$ cat src/rtl/tws_fifo.sv
// Small register queue used between pipeline sections.
// Depends on nothing; the caller guarantees no overflow by credit counting.
module tws_fifo #(
    parameter int DEPTH = 16,
    parameter int WIDTH = 8
) (
    input  logic             i_clk,
    input  logic             i_rst_n,
    input  logic             i_push,
    input  logic [WIDTH-1:0] i_data,
    input  logic             i_pop,
    output logic [WIDTH-1:0] o_data,
    output logic             o_empty
);
    localparam int PW = (DEPTH > 1) ? $clog2(DEPTH) : 1;
    localparam int CW = $clog2(DEPTH + 1);

    logic [WIDTH-1:0] r_mem [DEPTH];
    logic [PW-1:0]    r_wp, r_rp;
    logic [CW-1:0]    r_cnt;

    always_ff @(posedge i_clk) begin
        if (i_push) begin
            r_mem[r_wp] <= i_data;
        end
    end

    always_ff @(posedge i_clk) begin
        if (!i_rst_n) begin
            r_wp  <= '0;
            r_rp  <= '0;
            r_cnt <= '0;
        end else begin
            if (i_push) begin
                r_wp <= (r_wp == PW'(DEPTH - 1)) ? '0 : r_wp + 1'b1;
            end
            if (i_pop) begin
                r_rp <= (r_rp == PW'(DEPTH - 1)) ? '0 : r_rp + 1'b1;
            end
            r_cnt <= r_cnt + CW'(i_push) - CW'(i_pop);
        end
    end

    assign o_data  = r_mem[r_rp];
    assign o_empty = (r_cnt == '0);
endmodule

$ cat config.mk
export PLATFORM = sky130hd
export DESIGN_NAME = tws_fifo
export DESIGN_NICKNAME = d
export VERILOG_FILES = /design/src/rtl/tws_fifo.sv
export SDC_FILE = /design/constraint.sdc
export NUM_CORES = 1
export LEC_CHECK = 0
export BUFFER_PORTS_ARGS = -buffer_cell sky130_fd_sc_hd__buf_4
export CAP_MARGIN = 20
export CELL_PAD_IN_SITES_DETAIL_PLACEMENT = 1
export CELL_PAD_IN_SITES_GLOBAL_PLACEMENT = 2
export CORE_MARGIN = 3
export CORE_UTILIZATION = 48
export DETAILED_ROUTE_END_ITERATION = 7
export GPL_TIMING_DRIVEN = 1
export HOLD_SLACK_MARGIN = 0.15
export PLACE_DENSITY_LB_ADDON = 0.1
export SLEW_MARGIN = 25
export SYNTH_ARGS = -nofsm -noshare
export SYNTH_HDL_FRONTEND = slang
export SYNTH_SLANG_ARGS = --single-unit
$ cat constraint.sdc
create_clock -name i_clk -period 2.3 [get_ports i_clk]
set_input_delay 0.23 -clock i_clk [delete_from_list [all_inputs] [get_ports i_clk]]
set_output_delay 0.23 -clock i_clk [all_outputs]
set_load 0.1 [all_outputs]
==> metrics.cfg <==
[routing]
highest_layer=met4
drt_pre_antenna_iters=6
ant_nets=0
via_per_inst=5.70
detailedRoute.firstIterationViolations=191
final_routed_wirelength_mm=11.9
route.detailed.drc=0
via_total_after_detailed_routing=2880
route.met3.wl_um=415
average_routed_wire_per_standard_cell_um=23.5
wl_met2_mm=5.78
m1WireLength_mm=5.61

[clock_network]
cts_tree=built
clk_pin_slew_worst_paths_ps=60
clock_latency_on_the_worst_skew_pair_ps=420
cts_buffers=17
tritoncts_num_sinks=145
cts.path.max_buffers=2
clock_tree_root_driver_cell=sky130_fd_sc_hd__clkbuf_16
htree_num_levels=4

[critical_path]
worstSetupStartpointType=register
worst_endpoint_required_time_ps=2070
timing.reg2reg.worst_path_depth=10
data_arrival_time_of_the_worst_path_ps=2120
rr_startpoint=r_cnt[0]
critPathKind=reg2out
rr_endpoint=r_cnt[4]
crit_fanout=13
end_kind=output pin
r2r_setup_slack_ps=220

[sta]
unrepaired_setup_endpoints_after_global_routing=yes
min_period_over_period_pct=102
setup-violations-final=6
max-slew-margin-rel_pct=62.6
final_critical_path_setup_slack_ps=-47.1
report.final.slew_viol_count=0
timing_hold_violations_final=0
tightest_slew_ps=561
timing.clock.skew_ps=11.8
fin_setup_tns_ps=-110
period_needed_ps=2350
max_freq_mhz=426

[yosys]
synth_cell_types=33
yosysTopAreaCell=sky130_fd_sc_hd__edfxtp_1
synth_seq_area_share_pct=71.9
synth.net_count=327
synth.ff_latch_count=145
avgSynthCellArea_um2=19.2
syn-cell-area_um2=5820
synth.area.top_cells=sky130_fd_sc_hd__edfxtp_1 66%, sky130_fd_sc_hd__mux4_2 7.0%, sky130_fd_sc_hd__mux4_1 6.3%
postSynthCellCount=303
synth-warning-count=0
synth_top_area_share_pct=66.0

[floorplan]
die-area_um2=13500
ios=21
die_h_um=116
die-width_um=116
floorplan.core_area_um2=11600
floorplan.rows=39
initial_core_util_pct=50.1

[cells_and_area]
area_growth_pct=19.9
antenna-diode-count=0
fillerInstances=1004
layout.cells.non_filler=505
layout.cell_area.non_filler_um2=6980
share_of_the_core_filled_with_cells_pct=60.1
seq_area_um2=4190
layout-drive-gt1-share_pct=27.6
mostFrequentLayoutCell=sky130_fd_sc_hd__edfxtp_1
final_net_count=373
layout_common_cells=128 x sky130_fd_sc_hd__edfxtp_1, 26 x sky130_fd_sc_hd__mux4_2, 24 x sky130_fd_sc_hd__and2_1, 18 x sky130_fd_sc_hd__clkbuf_16, 17 x sky130_fd_sc_hd__buf_4
area_of_the_multi_input_gates_um2=1550

[global_routing]
grt_overflow=0
grt_first_pass_wirelength_mm=17.9
gr-usage-all-layers_pct=19.2
antenna_violations_before_repair=0
grt_max_degree=33
grt_pass1_vias=3049

[placed_design]
dp_worst_setup_slack_ps=203
gp_congestion=0.695
placed_cell_area_um2=6130
numPortBuffers=20
inst_count_dp=459
hpwl_mm=7.21

[outcome]
outcome=finished, violations left
violated_checks=setup timing

[worst_hold_path]
hp-class=in2reg
min_path_cells=3
worst_hold_path.endpoint=r_wp[1]
worstHoldStart=i_push

[power_and_ir_drop]
leakage_nw=2.37
vdd_drop_max_uv=646
power.density_nw_per_um2=930

[run]
cap_viol_max_count=0

## critical path: stages, from the launching register on
cell and delay [ps]:
sky130_fd_sc_hd__dfxtp_4 440, sky130_fd_sc_hd__buf_16 180, sky130_fd_sc_hd__buf_4 130, sky130_fd_sc_hd__mux4_2 470
sky130_fd_sc_hd__a22oi_1 190, sky130_fd_sc_hd__nand2_2 110, sky130_fd_sc_hd__buf_8 190
## cell families after synthesis
logic type / count (synthesis) / share of synthesized area, %
AOI/OAI and AO/OA: 27 / 3.10
xor gates and xnor gates: 4 / 0.602
adders and majority gates: 12 / 2.71
buffers and inverters: 22 / 2.26
DFF: 145 / 71.9
muxes: 35 / 13.8
and+or+nand+nor: 58 / 5.65
## per-layer routing
metal,global-route usage [%],vias up
li1,-,1301
met1,26.6,1513
met2,29.5,62
met3,5.75,4
met4,6.26,0
met5,0,-
## sequential cells by signal, summed over array words and instances, names as in the netlist, named ones only
name   flops
r_wp       4
r_cnt      5
r_rp       4
r_mem    128
## through the flow
| stage | hold WS [ps] | power, W |
|---|---|---|
| 6_report | 182 | 0.00649 |
| 5_1_grt | 196 | 0.00675 |
| 4_1_cts | 165 | 0.00651 |
| 3_5_place_dp | 549 | 0.00378 |
| 3_3_place_gp | 540 | 0.00377 |
| 2_1_floorplan | 329 | 0.00358 |
## cell type report
cell class | instances | share of cell area (%)
timing repair buffer | 39 | 6.38
inverter | 10 | 0.538
clock inverter | 13 | 2.04
clock buffer | 19 | 6.20
multi-input combinational | 136 | 22.3
tap | 143 | 2.56
sequential | 145 | 60.0
## worst max path at each step
| stage | from | slack (ps) | depth (start not counted) | to |
|---|---|---|---|---|
| after floorplan | register | 220 | 5 | o_data[1] |
| after global placement | r_cnt[0] | 230 | 10 | r_cnt[4] |
| after detailed placement | r_cnt[0] | 200 | 10 | r_cnt[4] |
| after CTS | register | -80 | 5 | o_data[2] |
| after global routing | register | -130 | 6 | o_data[6] |
| final | register | -50 | 6 | o_data[6] |
## Yosys cell counts, drive strengths merged
cell	number
and2	24
mux2i	3
nor3b	1
nor2	2
mux4	32
o21ai	5
fa	1
nand2b	2
nor2b	4
a21o	1
edfxtp	128
inv	10
nor4b	1
and2b	1
buf	7
clkdlybuf4s25	3
xnor2	3
nand4	1
xor2	1
nand3	4
a21boi	1
ha	11
clkbuf	2
nor3	1
a22oi	16
nand2	13
and3b	2
dfxtp	17
a21oi	4
and3	2
## report_power, final
group	internal [W]	switching [W]	leakage [nW]
Sequential	0.00293	0.0000518	1.30
Clock	0.00168	0.000990	0.283
Combinational	0.000348	0.000493	0.787
Total	0.00496	0.00154	2.37
## repair_timing
| action | CTS | global route |
|---|---|---|
| pin swaps | 1 | 6 |
| buffers inserted | 0 | 3 |
| resized for setup | 16 | 26 |
| endpoints found under the hold margin | 139 | 0 |
| gates cloned | 1 | 1 |
| hold buffers | 9 | 0 |
| setup endpoints to repair | 8 | 9 |
No activity file was read; power rests on OpenSTA's default activity.
